===== src/rtl/core/tfn_pkg.sv =====
// Shared types and constants for the TF-IDF weighting block with L2 normalization.
// No dependencies; rtl/core files but tfn_ram use this package by scoped names.
`timescale 1ns / 1ps

package tfn_pkg;

	localparam int MAX_TERMS = 64;
	localparam int FRAC_BITS = 16;

	localparam int TF_W   = 16;
	localparam int DF_W   = 32;
	localparam int N_W    = 32;
	localparam int X_W    = DF_W + 1;
	localparam int W_W    = 40;
	localparam int LOG_W  = 6 + FRAC_BITS;
	localparam int IDF_W  = LOG_W + 1;
	localparam int PROD_W = TF_W + 1 + IDF_W;
	localparam int SUM_W  = 64;
	localparam int NORM_W = 32;
	localparam int DIV_W  = W_W + FRAC_BITS;
	localparam int QM_W   = FRAC_BITS + 1;
	localparam int IDX_W  = 6;
	localparam int NW_W   = 18;
	localparam int IT_W   = 5;
	localparam int ADDR_W = (MAX_TERMS > 1) ? $clog2(MAX_TERMS) : 1;
	localparam int CNT_W  = $clog2(MAX_TERMS + 1);

	localparam logic signed [63:0] W_MAX = (64'sd1 <<< (W_W - 1)) - 64'sd1;
	localparam logic signed [63:0] W_MIN = -(64'sd1 <<< (W_W - 1));

	typedef struct packed {
		logic signed [W_W-1:0] weight;
		logic                  last;
	} tfn_item_t;

	typedef enum logic [2:0] {
		F_IDLE,
		F_NORM,
		F_SQ,
		F_MUL,
		F_PUSH
	} front_state_t;

	typedef enum logic [3:0] {
		B_POP,
		B_SQ,
		B_ACC,
		B_RINIT,
		B_ROOT,
		B_RD,
		B_LOAD,
		B_DIV,
		B_FIN,
		B_OUT,
		B_DONE
	} back_state_t;

endpackage


===== src/rtl/core/tfn_queue.sv =====
// Two-entry queue of finished weights between the front and back parts.
// Depends on tfn_pkg for the item type.
`timescale 1ns / 1ps

module tfn_queue (
	input  logic               clk,
	input  logic               arst_n,
	input  logic               push,
	input  tfn_pkg::tfn_item_t push_item,
	output logic               full,
	input  logic               pop,
	output tfn_pkg::tfn_item_t head,
	output logic               head_valid
);

	tfn_pkg::tfn_item_t mem_q [2];
	logic               wp_q;
	logic               rp_q;
	logic [1:0]         cnt_q;

	assign full       = (cnt_q == 2'd2);
	assign head_valid = (cnt_q != 2'd0);
	assign head       = mem_q[rp_q];

	always_ff @(posedge clk or negedge arst_n) begin
		if (!arst_n) begin
			wp_q  <= 1'b0;
			rp_q  <= 1'b0;
			cnt_q <= 2'd0;
		end else begin
			if (push) wp_q <= ~wp_q;
			if (pop)  rp_q <= ~rp_q;
			case ({push, pop})
				2'b10:   cnt_q <= cnt_q + 2'd1;
				2'b01:   cnt_q <= cnt_q - 2'd1;
				default: cnt_q <= cnt_q;
			endcase
		end
	end

	always_ff @(posedge clk) begin
		if (push) mem_q[wp_q] <= push_item;
	end

endmodule


===== config.mk =====
export PLATFORM = sky130hd
export DESIGN_NAME = tfn_queue
export DESIGN_NICKNAME = d
export VERILOG_FILES = /design/src/rtl/core/tfn_pkg.sv /design/src/rtl/core/tfn_queue.sv
export SDC_FILE = /design/constraint.sdc
export NUM_CORES = 1
export LEC_CHECK = 0
export ABC_AREA = 1
export ABC_CLOCK_PERIOD_IN_PS = 3980
export BUFFER_PORTS_ARGS = -buffer_cell sky130_fd_sc_hd__buf_2
export CAP_MARGIN = 20
export CORE_MARGIN = 2
export CORE_UTILIZATION = 56
export DETAILED_ROUTE_END_ITERATION = 12
export PLACE_DENSITY = 0.84
export SKIP_LAST_GASP = 1
export SYNTH_ARGS = -nofsm -noshare
export SYNTH_HDL_FRONTEND = slang
export SYNTH_SLANG_ARGS = --single-unit

===== constraint.sdc =====
create_clock -name clk -period 3.98 [get_ports clk]
set_input_delay 0.199 -clock clk [delete_from_list [all_inputs] [get_ports clk]]
set_output_delay 0.199 -clock clk [all_outputs]
set_load 0.03 [all_outputs]

---- After elaboration in Yosys (flattened, before gate mapping) ----
Memories as Yosys holds them, arrays and structs flattened.
Index checks and enable logic that the tools add are counted.
word-level totals
  flip-flop bits (word level) ............. 4
  RAM bits ................................ 82
  input port bits ......................... 45
  output and inout port bits .............. 43
  logic and storage cells ................. 16
  memory bits (read-only) ................. 0
  memories kept ........................... 1
  bits in latches ......................... 0
operators by class
  add/sub/neg operators ................... 2
  $mul .................................... 0
  bitwise operators ....................... 2
  shift-type cells ........................ 0
  muxes and demuxes ....................... 3
  div/mod/pow operators ................... 0
  magnitude comparators ................... 0
  equal/unequal tests ..................... 3
  reduce and logical (&&, ||, !) cells .... 2
memory list
  memory  depth  bits a word  rd ports  clocked after Yosys merged registers in  write ports  line             text
  mem_q   2      41           1         0                                        1            tfn_queue.sv:16  tfn_pkg::tfn_item_t mem_q [2];
operators by type and width
  operator                                                            number
  2-bit == test, second input constant                                2
  2-bit one-hot mux with 2 select lines                               1
  2-bit nonzero test                                                  2
  2-bit by 1-bit adder with 2-bit output, second input constant       1
  2-bit by 1-bit == test with 1-bit output, second input constant     1
  1-bit two-way mux                                                   2
  1-bit NOT                                                           2
  2-bit by 1-bit subtractor with 2-bit output, second input constant  1

---- Depth between registers and ports, before layout ----
  depth in word-level cells ............... 2
  depth in mapped cells ................... 7
  depth with buffers taken out ............ 7

---- Least setup slack after synthesis ----
Ideal clock, no wire load.
  path type ............................... register to register
  start ................................... reg wp_q
  end ..................................... mem mem_q[0][0] (netlist name), enable pin
  required time ........................... 3.540 ns
  setup slack ............................. 1.403 ns
  arrival time ............................ 2.137 ns
  library setup time ...................... 0.440 ns
  cell stages (with the launch flop) ...... 2
  path buffers ............................ 0
  cells stage by stage .................... dfrtp_1 > nor2_1
RTL lines
  what                      line             text
  start: declaration        tfn_queue.sv:17  logic wp_q;
  start signal: assignment  tfn_queue.sv:31  if (push) wp_q <= ~wp_q;
  end: declaration          tfn_queue.sv:16
No word-level cell before the write port.

==> impl_metrics.yaml <==
detailed_routing:
  first_pass_iters: 4
  drt-vias-per-instance: 4.78
  drt_iter0_drc: 122
  ant_nets: 0
  vias: 1953
  route.detailed.drc: 0
  finalWirelength_um: 5250
  routedWlPerCell_um: 12.8
logic_synthesis:
  seq_area_frac_synth_pct: 75.1
  ys.warnings.count: 0
  async_reset_ff_share_pct: 4.65
  ys_seq_elements: 86
  yosys_most_used_dff: "edfxtp_1"
  yosys-top-cells-area: "edfxtp_1 72%, o21ai_2 7.7%, inv_1 5.2%"
  synth_top_area_cell: "edfxtp_1"
  syn_inst: 238
  synth.most_common_cell: "edfxtp_1"
  ys_types: 16
  synth_nets: 284
  netlist_top_cells_count: "82 x edfxtp_1, 47 x inv_1, 47 x nand2_1, 30 x o21ai_2, 10 x o21ai_0"
  synth_area_per_cell_um2: 14.3
  synth_edf_count: 82
  synth_top_cell_area_share_pct: 72.2
  synth_area_mm2: 0.00341
timing:
  hold_violations: 0
  fin_crit_sh_pct: 53.4
  finClkSkew_ps: 6.50
  finalMaxSlewViolations: 0
  slew_headroom_pct: 36.0
  setup_slack_ps: 1860
  fmax_mhz: 471
  setup_viol_count_final: 0
  rsz0062_at_grt: "false"
  max_slew.worst_pin.slew_ps: 961
  period_minus_slack_ps: 2120
  tns_ps: 0
setup_path:
  critical_path.cell_chain: "nand2_1, o21ai_2, buf_2"
  cpPeakStageDelay_ps: 1040
  critPathArrivalTime_ps: 1930
  worstPathMaxFanout: 83
  end_kind: "output pin"
  critical-path-slowest-cell: "dfrtp_4"
  reg2reg_depth: 2
  cp.required_ps: 3780
  worstSetupPathType: "flip-flop to output pin"
  critPathLaunchType: "flip-flop"
clock_tree:
  clk_pin_slew_ps: 80
  cts.sinks: 86
  clockBufferDepth: 2
  htreeDepth: 3
  clk_latency_ps: 330
  tritoncts: "built"
  root_buffer: "clkbuf_8"
  cts_made_buffers: 9
finish:
  final_net_count: 375
  fin_util_pct: 68.3
  n_antenna_cell: 0
  final_cells: 409
  area_growth_syn_to_layout_pct: 18.6
  drive_above_1_share_pct: 39.5
job:
  maxCapViolCount: 0
grt:
  antenna_found_initial: 0
  grt_pass1_wl_um: 7990
  grt_pass1_vias: 1775
  grt_usage_pct: 16.7
  grt_max_degree: 84
  gr-total-overflow: 0
status:
  outcome: "finished clean"
placed_design:
  globalplace.congestion: 0.689
  place_ws_ps: 2210
  hpwl_um: 3510
  dp_cells: 392
  place.port_buffers: 87
power:
  power_density_mw_per_mm2: 758
  power_frac_seq_pct: 45.5
  clkPwrFrac_pct: 18.1
  peakVddDrop_mv: 0.467
  p_sw_share_pct: 40.5
  internal-power_mw: 1.83
  p_leak_nw: 1.75
  finalPower_mw: 3.07
  combPwrFrac_pct: 36.3
  switchingPower_mw: 1.24
worst_hold_path:
  hold_path_class: "input port to flip-flop"
  min_path_cells: 1
floorplanning:
  initial_core_util_pct: 57.6
  dieArea_mm2: 0.00673
  dieHeight_um: 82.1
  core_mm2: 0.00592
  rows: 28
  fp.dieW_um: 82.1
  io_pins: 88
layer usage:
metal / vias to the layer above / global-route usage (%) / wire [um]
li1: 987 / - / -
met1: 901 / 19.8 / 2060
met2: 52 / 28.1 / 2820
met3: 13 / 3.19 / 235
met4: 0 / 10.5 / 129
met5: - / 0 / 0
stage by stage:
stage | hold WS, ps | area, um^2
global placement | 9.65 | 3830
finish | 49.5 | 4050
floorplan | -96.6 | 3410
detailed placement | 16.5 | 3860
CTS | 32.1 | 4050
global route | 31.6 | 4050
path summary, 6_finish.rpt:
check | startpoint | to | slack (ps)
worst max register to register | wp_q | mem_q[1][11] | 2400
min in group asynchronous | arst_n | wp_q | 210
worst min register to register | cnt_q[1] | cnt_q[1] | 490
worst max-delay path | rp_q | head[38] | 1860
worst min-delay path | push_item[5] | mem_q[0][5] | 50
max in group asynchronous | arst_n | rp_q | 3620
logic make-up after synthesis:
group                      count (synthesis)  share of synthesized area, %
AOI/OAI and AO/OA                         41                          9.31
xor gates and xnor gates                   3                         0.770
adders and majority gates                  1                         0.367
buffers and inverters                     56                          8.73
DFF                                       86                          75.1
and+or+nand+nor                           51                          5.72
flip-flops by register name, indices dropped and copies added (netlist names):
signal,cells
mem_q,82
wp_q,1
rp_q,1
cnt_q,2
repair_timing:
item | CTS | global route
resized for setup | 0 | 0
hold endpoints to repair | 4 | 0
setup buffers | 0 | 0
hold buffers | 1 | 0
cells in the final DEF, fill, tap and decap left out:
| cell | synthesis | layout |
|---|---|---|
| buf_2 | 0 | 87 |
| xnor2_1 | 1 | 1 |
| o21ai_1 | 1 | 1 |
| xor2_1 | 2 | 2 |
| nand4_1 | 1 | 1 |
| inv_2 | 0 | 1 |
| dfrtp_1 | 4 | 3 |
| nor2_1 | 2 | 1 |
| nor2_4 | 0 | 1 |
| ha_1 | 1 | 1 |
| edfxtp_1 | 82 | 82 |
| buf_16 | 0 | 1 |
| dfrtp_4 | 0 | 1 |
| o21ai_0 | 10 | 10 |
| clkbuf_8 | 0 | 9 |
| dlygate4sd3_1 | 0 | 1 |
| clkinv_2 | 0 | 1 |
| nand2_1 | 47 | 47 |
| nand3_1 | 1 | 1 |
| o21ai_2 | 30 | 30 |
| clkbuf_1 | 0 | 4 |
| inv_1 | 47 | 46 |
| clkinv_1 | 0 | 1 |
| bufinv_16 | 0 | 1 |
cell type report:
| class | instances | area, um^2 |
|---|---|---|
| clock buffers | 13 | 139 |
| repair buffers | 89 | 473 |
| flip-flops and latches | 86 | 2570 |
| inverters | 47 | 176 |
| clock inverters | 3 | 38.8 |
| well taps | 75 | 93.8 |
| multi-input cells | 96 | 559 |
| fillers | 431 | 1870 |
power groups by stage:
stage | clock network, mW | registers, mW | logic [mW]
2_1_floorplan | 0 | 1.27 | 1.05
3_3_place_gp | 0 | 1.41 | 1.09
3_5_place_dp | 0 | 1.42 | 1.13
4_1_cts | 0.569 | 1.40 | 1.13
5_1_grt | 0.603 | 1.43 | 1.21
6_report | 0.556 | 1.40 | 1.11
worst max-delay path, delay by kind of cell, from the launching register on:
family / cells / cell delay (ps)
compound gates: 1 / 110
flops: 1 / 1040
buf+inv: 1 / 220
simple gates: 1 / 160
Note: power is estimated with default switching activity, not from simulation.
