`config.mk`:
```
export PLATFORM = sky130hd
export DESIGN_NAME = tfn_front
export DESIGN_NICKNAME = d
export VERILOG_FILES = /design/src/rtl/core/tfn_pkg.sv /design/src/rtl/core/tfn_front.sv
export SDC_FILE = /design/constraint.sdc
export NUM_CORES = 2
export LEC_CHECK = 0
export ABC_AREA = 1
export BUFFER_PORTS_ARGS = -buffer_cell sky130_fd_sc_hd__buf_4
export CAP_MARGIN = 30
export CORE_MARGIN = 3
export CORE_UTILIZATION = 45
export CTS_CLUSTER_DIAMETER = 30
export CTS_CLUSTER_SIZE = 24
export DETAILED_ROUTE_END_ITERATION = 7
export GPL_ROUTABILITY_DRIVEN = 0
export GPL_TIMING_DRIVEN = 0
export SLEW_MARGIN = 15
export SYNTH_ARGS = -nofsm -noshare
export SYNTH_HDL_FRONTEND = slang
export SYNTH_SLANG_ARGS = --single-unit
```
`constraint.sdc`:
```
create_clock -name clk -period 9.7 [get_ports clk]
set_input_delay 2.91 -clock clk [delete_from_list [all_inputs] [get_ports clk]]
set_output_delay 2.91 -clock clk [all_outputs]
set_load 0.1 [all_outputs]
```
`src/rtl/core/tfn_pkg.sv`:
```
// Shared types and constants for the TF-IDF weighting block with L2 normalization.
// No dependencies; rtl/core files but tfn_ram use this package by scoped names.
`timescale 1ns / 1ps

package tfn_pkg;

	localparam int MAX_TERMS = 64;
	localparam int FRAC_BITS = 16;

	localparam int TF_W   = 16;
	localparam int DF_W   = 32;
	localparam int N_W    = 32;
	localparam int X_W    = DF_W + 1;
	localparam int W_W    = 40;
	localparam int LOG_W  = 6 + FRAC_BITS;
	localparam int IDF_W  = LOG_W + 1;
	localparam int PROD_W = TF_W + 1 + IDF_W;
	localparam int SUM_W  = 64;
	localparam int NORM_W = 32;
	localparam int DIV_W  = W_W + FRAC_BITS;
	localparam int QM_W   = FRAC_BITS + 1;
	localparam int IDX_W  = 6;
	localparam int NW_W   = 18;
	localparam int IT_W   = 5;
	localparam int ADDR_W = (MAX_TERMS > 1) ? $clog2(MAX_TERMS) : 1;
	localparam int CNT_W  = $clog2(MAX_TERMS + 1);

	localparam logic signed [63:0] W_MAX = (64'sd1 <<< (W_W - 1)) - 64'sd1;
	localparam logic signed [63:0] W_MIN = -(64'sd1 <<< (W_W - 1));

	typedef struct packed {
		logic signed [W_W-1:0] weight;
		logic                  last;
	} tfn_item_t;

	typedef enum logic [2:0] {
		F_IDLE,
		F_NORM,
		F_SQ,
		F_MUL,
		F_PUSH
	} front_state_t;

	typedef enum logic [3:0] {
		B_POP,
		B_SQ,
		B_ACC,
		B_RINIT,
		B_ROOT,
		B_RD,
		B_LOAD,
		B_DIV,
		B_FIN,
		B_OUT,
		B_DONE
	} back_state_t;

endpackage

```
`src/rtl/core/tfn_front.sv`:
```
// Front part: accepts terms, computes idf with an iterative log2 unit and the weight.
// Depends on tfn_pkg; pushes finished weights into tfn_queue.
`timescale 1ns / 1ps

module tfn_front (
	input  logic                      clk,
	input  logic                      arst_n,
	input  logic                      cfg_wr_en,
	input  logic [tfn_pkg::N_W-1:0]   cfg_wr_data,
	input  logic                      in_valid,
	output logic                      in_ready,
	input  logic [tfn_pkg::TF_W-1:0]  term_hits,
	input  logic [tfn_pkg::DF_W-1:0]  doc_frequency,
	input  logic                      last_term,
	output logic                      push,
	output tfn_pkg::tfn_item_t        push_item,
	input  logic                      full
);

	tfn_pkg::front_state_t state_q, state_nx;

	logic [tfn_pkg::N_W-1:0]             total_docs_q;
	logic [tfn_pkg::TF_W-1:0]            tf_q;
	logic [tfn_pkg::DF_W-1:0]            df_q;
	logic                                last_q;
	logic [tfn_pkg::X_W-1:0]             n_q;
	logic [5:0]                          e_q;
	logic [31:0]                         m_q;
	logic [tfn_pkg::FRAC_BITS-1:0]       frac_q;
	logic [tfn_pkg::IT_W-1:0]            it_q;
	logic                                sel_q;
	logic [tfn_pkg::LOG_W-1:0]           ln_q;
	logic signed [tfn_pkg::IDF_W-1:0]    idf_q;
	logic signed [tfn_pkg::PROD_W-1:0]   prod_s2;

	logic [63:0]                         sq;
	logic [32:0]                         t;
	logic [31:0]                         m_nx;
	logic [tfn_pkg::FRAC_BITS-1:0]       frac_nx;
	logic                                log_done;
	logic [tfn_pkg::LOG_W-1:0]           log_res;
	logic signed [63:0]                  p64;
	logic signed [tfn_pkg::W_W-1:0]      w_sat;

	// one squaring step of the mantissa per cycle
	assign sq      = 64'(m_q) * 64'(m_q);
	assign t       = sq[63:31];
	assign m_nx    = t[32] ? t[32:1] : t[31:0];
	assign frac_nx = {frac_q[tfn_pkg::FRAC_BITS-2:0], t[32]};

	always_comb begin
		log_done = 1'b0;
		log_res  = '0;
		if (state_q == tfn_pkg::F_NORM && n_q == '0) begin
			log_done = 1'b1;
		end else if (state_q == tfn_pkg::F_SQ &&
				it_q == tfn_pkg::IT_W'(tfn_pkg::FRAC_BITS - 1)) begin
			log_done = 1'b1;
			log_res  = {e_q, frac_nx};
		end
	end

	assign p64 = 64'(prod_s2);

	always_comb begin
		if (p64 > tfn_pkg::W_MAX) begin
			w_sat = tfn_pkg::W_MAX[tfn_pkg::W_W-1:0];
		end else if (p64 < tfn_pkg::W_MIN) begin
			w_sat = tfn_pkg::W_MIN[tfn_pkg::W_W-1:0];
		end else begin
			w_sat = p64[tfn_pkg::W_W-1:0];
		end
	end

	always_comb begin
		state_nx = state_q;
		case (state_q)
			tfn_pkg::F_IDLE: begin
				if (in_valid) state_nx = tfn_pkg::F_NORM;
			end
			tfn_pkg::F_NORM: begin
				if (log_done) begin
					state_nx = sel_q ? tfn_pkg::F_MUL : tfn_pkg::F_NORM;
				end else if (n_q[tfn_pkg::X_W-1]) begin
					state_nx = tfn_pkg::F_SQ;
				end
			end
			tfn_pkg::F_SQ: begin
				if (log_done) state_nx = sel_q ? tfn_pkg::F_MUL : tfn_pkg::F_NORM;
			end
			tfn_pkg::F_MUL:  state_nx = tfn_pkg::F_PUSH;
			tfn_pkg::F_PUSH: begin
				if (!full) state_nx = tfn_pkg::F_IDLE;
			end
			default: state_nx = tfn_pkg::F_IDLE;
		endcase
	end

	always_comb begin
		in_ready         = (state_q == tfn_pkg::F_IDLE);
		push             = (state_q == tfn_pkg::F_PUSH) && !full;
		push_item.weight = w_sat;
		push_item.last   = last_q;
	end

	always_ff @(posedge clk or negedge arst_n) begin
		if (!arst_n) begin
			state_q      <= tfn_pkg::F_IDLE;
			total_docs_q <= tfn_pkg::N_W'(1);
		end else begin
			state_q <= state_nx;
			if (cfg_wr_en) total_docs_q <= cfg_wr_data;
		end
	end

	always_ff @(posedge clk) begin
		case (state_q)
			tfn_pkg::F_IDLE: begin
				if (in_valid) begin
					tf_q   <= term_hits;
					df_q   <= doc_frequency;
					last_q <= last_term;
					n_q    <= tfn_pkg::X_W'(total_docs_q);
					e_q    <= 6'd32;
					sel_q  <= 1'b0;
				end
			end
			tfn_pkg::F_NORM: begin
				// walk the leading one up to the top bit
				if (n_q != '0 && !n_q[tfn_pkg::X_W-1]) begin
					n_q <= n_q << 1;
					e_q <= e_q - 6'd1;
				end
				if (n_q[tfn_pkg::X_W-1]) begin
					m_q    <= n_q[tfn_pkg::X_W-1:1];
					frac_q <= '0;
					it_q   <= '0;
				end
			end
			tfn_pkg::F_SQ: begin
				m_q    <= m_nx;
				frac_q <= frac_nx;
				it_q   <= it_q + tfn_pkg::IT_W'(1);
			end
			tfn_pkg::F_MUL: begin
				prod_s2 <= $signed({1'b0, tf_q}) * idf_q;
			end
			default: ;
		endcase
		if (log_done) begin
			if (!sel_q) begin
				ln_q  <= log_res;
				n_q   <= tfn_pkg::X_W'(df_q) + tfn_pkg::X_W'(1);
				e_q   <= 6'd32;
				sel_q <= 1'b1;
			end else begin
				idf_q <= $signed({1'b0, ln_q}) - $signed({1'b0, log_res});
			end
		end
	end

endmodule

```
Word level (Yosys, flattened, before mapping)
Index checks and enable logic that the tools add are counted.
{ "totals": {"ff_bits": 261, "inputBits": 86, "output_inout_bits": 43, "word_cells": 82} }
{ "op_classes": {"add_sub_neg": 4, "multipliers": 2, "order_cmp": 2, "n_eq_ne": 10, "muxes": 34, "bitwise": 1, "n_reduce_logical": 15} }
{ "ops": {"columns": ["cell", "count"], "rows": [
  ["two-way mux 33 bit", 4],
  ["two-way mux 40 bit", 2],
  ["case mux 33 bit (2 select lines)", 1],
  ["multiplier 32 x 32 -> 64 bit", 1],
  ["two-way mux 32 bit", 2],
  ["case mux 32 bit (2 select lines)", 1],
  ["two-way mux 22 bit", 2],
  ["greater-than comparator 40 bit (second input constant)", 1],
  ["< comparator 40 bit (second input constant)", 1],
  ["multiplier 17 x 23 -> 40 bit", 1],
  ["adder 32 x 1 -> 33 bit (second input constant)", 1],
  ["logical NOT 33 bit", 1],
  ["nonzero test 33 bit", 1],
  ["case mux 15 bit (2 select lines)", 1],
  ["two-way mux 6 bit", 4],
  ["subtractor 22 x 22 -> 23 bit", 1],
  ["two-way mux 15 bit", 1],
  ["two-way mux 3 bit", 5],
  ["case mux 3 bit (5 select lines)", 1],
  ["case mux 6 bit (2 select lines)", 1],
  ["case mux 5 bit (2 select lines)", 1],
  ["inequality test 2 bit (second input constant)", 4],
  ["AND reduction 2 bit", 4],
  ["== test 3 x 2 -> 1 bit (second input constant)", 2],
  ["15 further kinds", 24]
]} }

Depth between registers and ports, before layout
{ "logic_depth": {"ltp_word": 6, "ltp_mapped": 46} }

Least setup slack after synthesis
Ideal clock, no wire load.
{ "synth_timing": {"kind": "reg2reg", "start": "reg m_q[8]", "end": "reg idf_q[16] (netlist bit), data pin", "setup_time_ps": 260, "t_arrival_ps": 8215, "t_required_ps": 9440, "setup_slack_ps": 1226, "path_stages_with_launch": 41, "cell_sequence": "edfxtp_1 clkbuf_1 buf_1 nand2_1 fa_1 fa_1 inv_1 fa_1 inv_1 fa_1 inv_1 fa_1 fa_1 fa_1 inv_1 fa_1 inv_1 ha_1 [5 not listed] nand2_1 a21oi_1 nand2_1 nand2_1 nand2_2 buf_4 nor2_1 ha_1 inv_1 fa_1 nand3_1 nand2_1 nand2_1 nand2_1 a21oi_1 o21ai_0 a21oi_1 xnor2_1"} }
{ "synth_via": {"elab_chain_cells": 4} }
{ "synth_lines": {"columns": ["item", "line", "rtl"], "rows": [
  ["start, declared", "tfn_front.sv:28", "logic [31:0] m_q;"],
  ["start signal, assigned", "tfn_front.sv:135", "m_q <= n_q[tfn_pkg::X_W-1:1];"],
  ["start signal, assigned", "tfn_front.sv:141", "m_q <= m_nx;"],
  ["multiplier 32 x 32 -> 64 bit", "tfn_front.sv:46", "assign sq = 64'(m_q) * 64'(m_q);"],
  ["two-way mux 22 bit", "tfn_front.sv:56", "end else if (state_q == tfn_pkg::F_SQ &&"],
  ["two-way mux 22 bit", "tfn_front.sv:54", "if (state_q == tfn_pkg::F_NORM && n_q == '0) begin"],
  ["via log_res, one bit", "tfn_front.sv:41", "logic [tfn_pkg::LOG_W-1:0] log_res;"],
  ["subtractor 22 x 22 -> 23 bit", "tfn_front.sv:157", "idf_q <= $signed({1'b0, ln_q}) - $signed({1'b0, log_res});"],
  ["end signal, assigned", "tfn_front.sv:157", null],
  ["end, declared", "tfn_front.sv:33", "logic signed [tfn_pkg::IDF_W-1:0] idf_q;"]
]} }
The timed path passes the listed nets, and every way through them passes these cells.
A chain may end at the register's enable or synchronous reset.

Worst setup path after layout
{ "layout_timing": {"start": "reg m_q[14]", "end": "reg idf_q[16] (netlist bit), data pin"} }
The elaborated chain is that of the path after synthesis.

==> results.sh <==
export IMPL_clk_pin_slew_worst_paths_ns=0.05
export IMPL_io_pins=129
export IMPL_numCtsBuffers=57
export IMPL_drv_cap=0
export IMPL_fin_skew_ns=0.0612
export IMPL_seq_area_frac_synth_pct=12.6
export IMPL_synth_fa_ha_area_share_pct=49.4
export IMPL_slowest_stage="fa_1"
export IMPL_place_inst=8875
export IMPL_synthTopCellsByArea="fa_1 (41%), inv_1 (14%), nand2_1 (12%)"
export IMPL_ys_types=55
export IMPL_io_buffer_count=127
export IMPL_grt_util_met3_pct=5.59
export IMPL_final_layout_size_suffix_gt1_share_pct=6.77
export IMPL_top_usage_layer="met2"
export IMPL_dr_pass1_iters=6
export IMPL_crit_required_ns=10.06
export IMPL_cp_end_kind="register"
export IMPL_ys_flop_type="edfxtp_1"
export IMPL_synth_simple_area_share_pct=17.0
export IMPL_hp_class="register to register"
export IMPL_overflow=0
export IMPL_maxSlewViolCount=0
export IMPL_initial_core_util_pct=45.5
export IMPL_synth_edf_count=186
export IMPL_n_antenna_cell=0
export IMPL_grt_pass1_vias=48000
export IMPL_synth_top_family_by_area="adder cells"
export IMPL_period_share_pct=97.2
export IMPL_synth_warnings=0
export IMPL_drt_iter0_drc=3886
export IMPL_htreeDepth=2
export IMPL_arrival_ns=9.79
export IMPL_synth_cells=7073
export IMPL_globalRouteTotalUtil_pct=27.9
export IMPL_post_drt_wl_per_cell_um=19.9
export IMPL_rsz0062_at_grt="no"
export IMPL_fp_coreArea_mm2=0.126
export IMPL_grt_max_degree=41
export IMPL_holdWs_ns=0.481
export IMPL_clock_latency_ns=0.66
export IMPL_cp_max_fo=10
export IMPL_crit_top_cell="fa_1"
export IMPL_netlist_area_mm2=0.0574
export IMPL_die_y_um=363
export IMPL_cts_hold_fix_buffers=0
export IMPL_ant_nets=0
export IMPL_seqCellArea_mm2=0.00726
export IMPL_nets=8966
export IMPL_viasPerCell=5.06
export IMPL_crit_path_max_incr_delay_ns=0.59
export IMPL_final_common_cell="inv_1"
export IMPL_ys_ff_latch=261
export IMPL_fillCellCount=12200
export IMPL_max_slew_margin_pct=29.7
export IMPL_ys_async_sr_fraction_pct=13.4
export IMPL_synthXorXnorAreaFrac_pct=1.66
export IMPL_yosysTopAreaCell="fa_1"
export IMPL_multi_input_area_mm2=0.0411
export IMPL_status="complete, no violations"
export IMPL_rows=130
export IMPL_setup_violations=0
export IMPL_synth_top_area_share_pct=40.5
export IMPL_areaGrowthSynthToFinish_pct=10.5
export IMPL_fmax_ghz=0.106
export IMPL_critical_path_class="register to register"
export IMPL_die_x_um=363
export IMPL_cts_tree="done"
export IMPL_antenna_found_initial=1
export IMPL_hold_viol=0
export IMPL_dp_hpwl_mm=152
export IMPL_grt_pass1_wl_mm=280
export IMPL_vias=45600
export IMPL_wl_mm=179
export IMPL_drc=0
export IMPL_synth_mux_area_share_pct=0.627
export IMPL_synth_compound_area_share_pct=2.70
export IMPL_tightestPinTransition_ns=1.05
export IMPL_post_route_min_period_ns=9.43
export IMPL_dieArea_mm2=0.132
export IMPL_syn_avg_cell_area_um2=8.12
export IMPL_grt_use_met2_pct=44.1
export IMPL_clock_path_buffers=3
export IMPL_cp_start_kind="register"
export IMPL_clock_root_buffer="clkbuf_16"
export IMPL_cts_sinks=261
export IMPL_final_cells=9006
export IMPL_final_cell_mix="inv_1 (2138), nand2_1 (1785), fa_1 (1161), ha_1 (403), nor2_1 (241)"
export IMPL_met1_usage_pct=37.5
export IMPL_syn_nets=8731
[final cells by class]
type | count | share of cell area, %
buffer | 255 | 2.04
timing repair buffer | 185 | 2.51
clock buffer | 68 | 2.46
sequential | 261 | 11.4
clock inverter | 39 | 0.765
tap | 1650 | 3.25
inverter | 2149 | 12.7
multi-input combinational | 4399 | 64.8
[worst max-delay path, delay by kind of cell (launching register included)]
family          cells  cell delay, ns
xor+xnor            1            0.08
flops               1            0.38
compound gates      3            0.57
simple gates       14            1.68
buf+inv             6            1.08
fa+ha+maj          11            5.31
[path summary, 6_finish.rpt]
path	endpoint	slack, ns	start	cells after the start
max reg2reg	idf_q[16]	0.27	m_q[14]	35
min in group asynchronous	total_docs_q[4]	2.22	arst_n	1
min	e_q[3]	0.48	e_q[3]	2
min reg2reg	e_q[3]	0.48	e_q[3]	2
max in group asynchronous	state_q[1]	7.08	arst_n	1
max	idf_q[16]	0.27	m_q[14]	35
[cells by family after synthesis]
group	Yosys count
flops	261
compound gates	274
mux	32
fa+ha+maj	1572
simple gates	2412
xor+xnor	109
buf+inv	2413
[metrics by stage]
step	setup TNS (ns)	utilization [%]	setup WS [ns]	cell area (µm²)
global route	0	50.3	0.00176	63400
detailed placement	-10.27	48.2	-1.06	60800
floorplan	0	-	1.23	57400
global placement	-13.58	47.9	-1.23	60500
CTS	0	50.1	0.0548	63200
finish	0	50.3	0.270	63400
[flip-flops by register name, summed over array words and instances, names as in the netlist]
| register | cells |
|---|---|
| it_q | 5 |
| last_q | 1 |
| e_q | 6 |
| idf_q | 23 |
| df_q | 32 |
| prod_s2 | 40 |
| total_docs_q | 32 |
| n_q | 33 |
| ln_q | 22 |
| sel_q | 1 |
| state_q | 3 |
| frac_q | 15 |
| tf_q | 16 |
| m_q | 32 |
[timing repair]
action	in CTS	in global routing
pin swaps	0	1
endpoints found under the setup margin	21	8
setup buffers	21	12
resized for setup	110	97
gates cloned	0	0
[Yosys cell counts, types with 4 or more instances]
master / n
a21oi_1: 139
and3_1: 7
nor2_2: 8
fa_1: 1163
inv_2: 4
inv_1: 2142
nand4_1: 40
dfxtp_1: 40
nand2_2: 10
a31oi_1: 9
xnor2_1: 41
dfrtp_1: 34
o21ai_0: 56
or2_2: 7
xor2_1: 68
o21bai_1: 27
buf_4: 9
nand3_1: 226
mux2_2: 32
buf_6: 6
clkbuf_1: 224
buf_1: 14
nor2_1: 246
edfxtp_1: 186
ha_1: 409
buf_2: 11
nand2_1: 1787
o21ai_1: 8
nor3_1: 31
a21o_1: 15
o211ai_1: 6
nor4_1: 18
or2_1: 5
nand3b_1: 11
[per-layer routing]
metal  vias up  wire length (µm)
met1     22300             73300
met4         0              9550
met3       451             16200
li1      20800                 -
met5         -                 0
met2      2040             79800
Power is left out: the tool's default activity adds up to more than one toggle a clock period on the data nets, which glitch-free logic cannot reach.
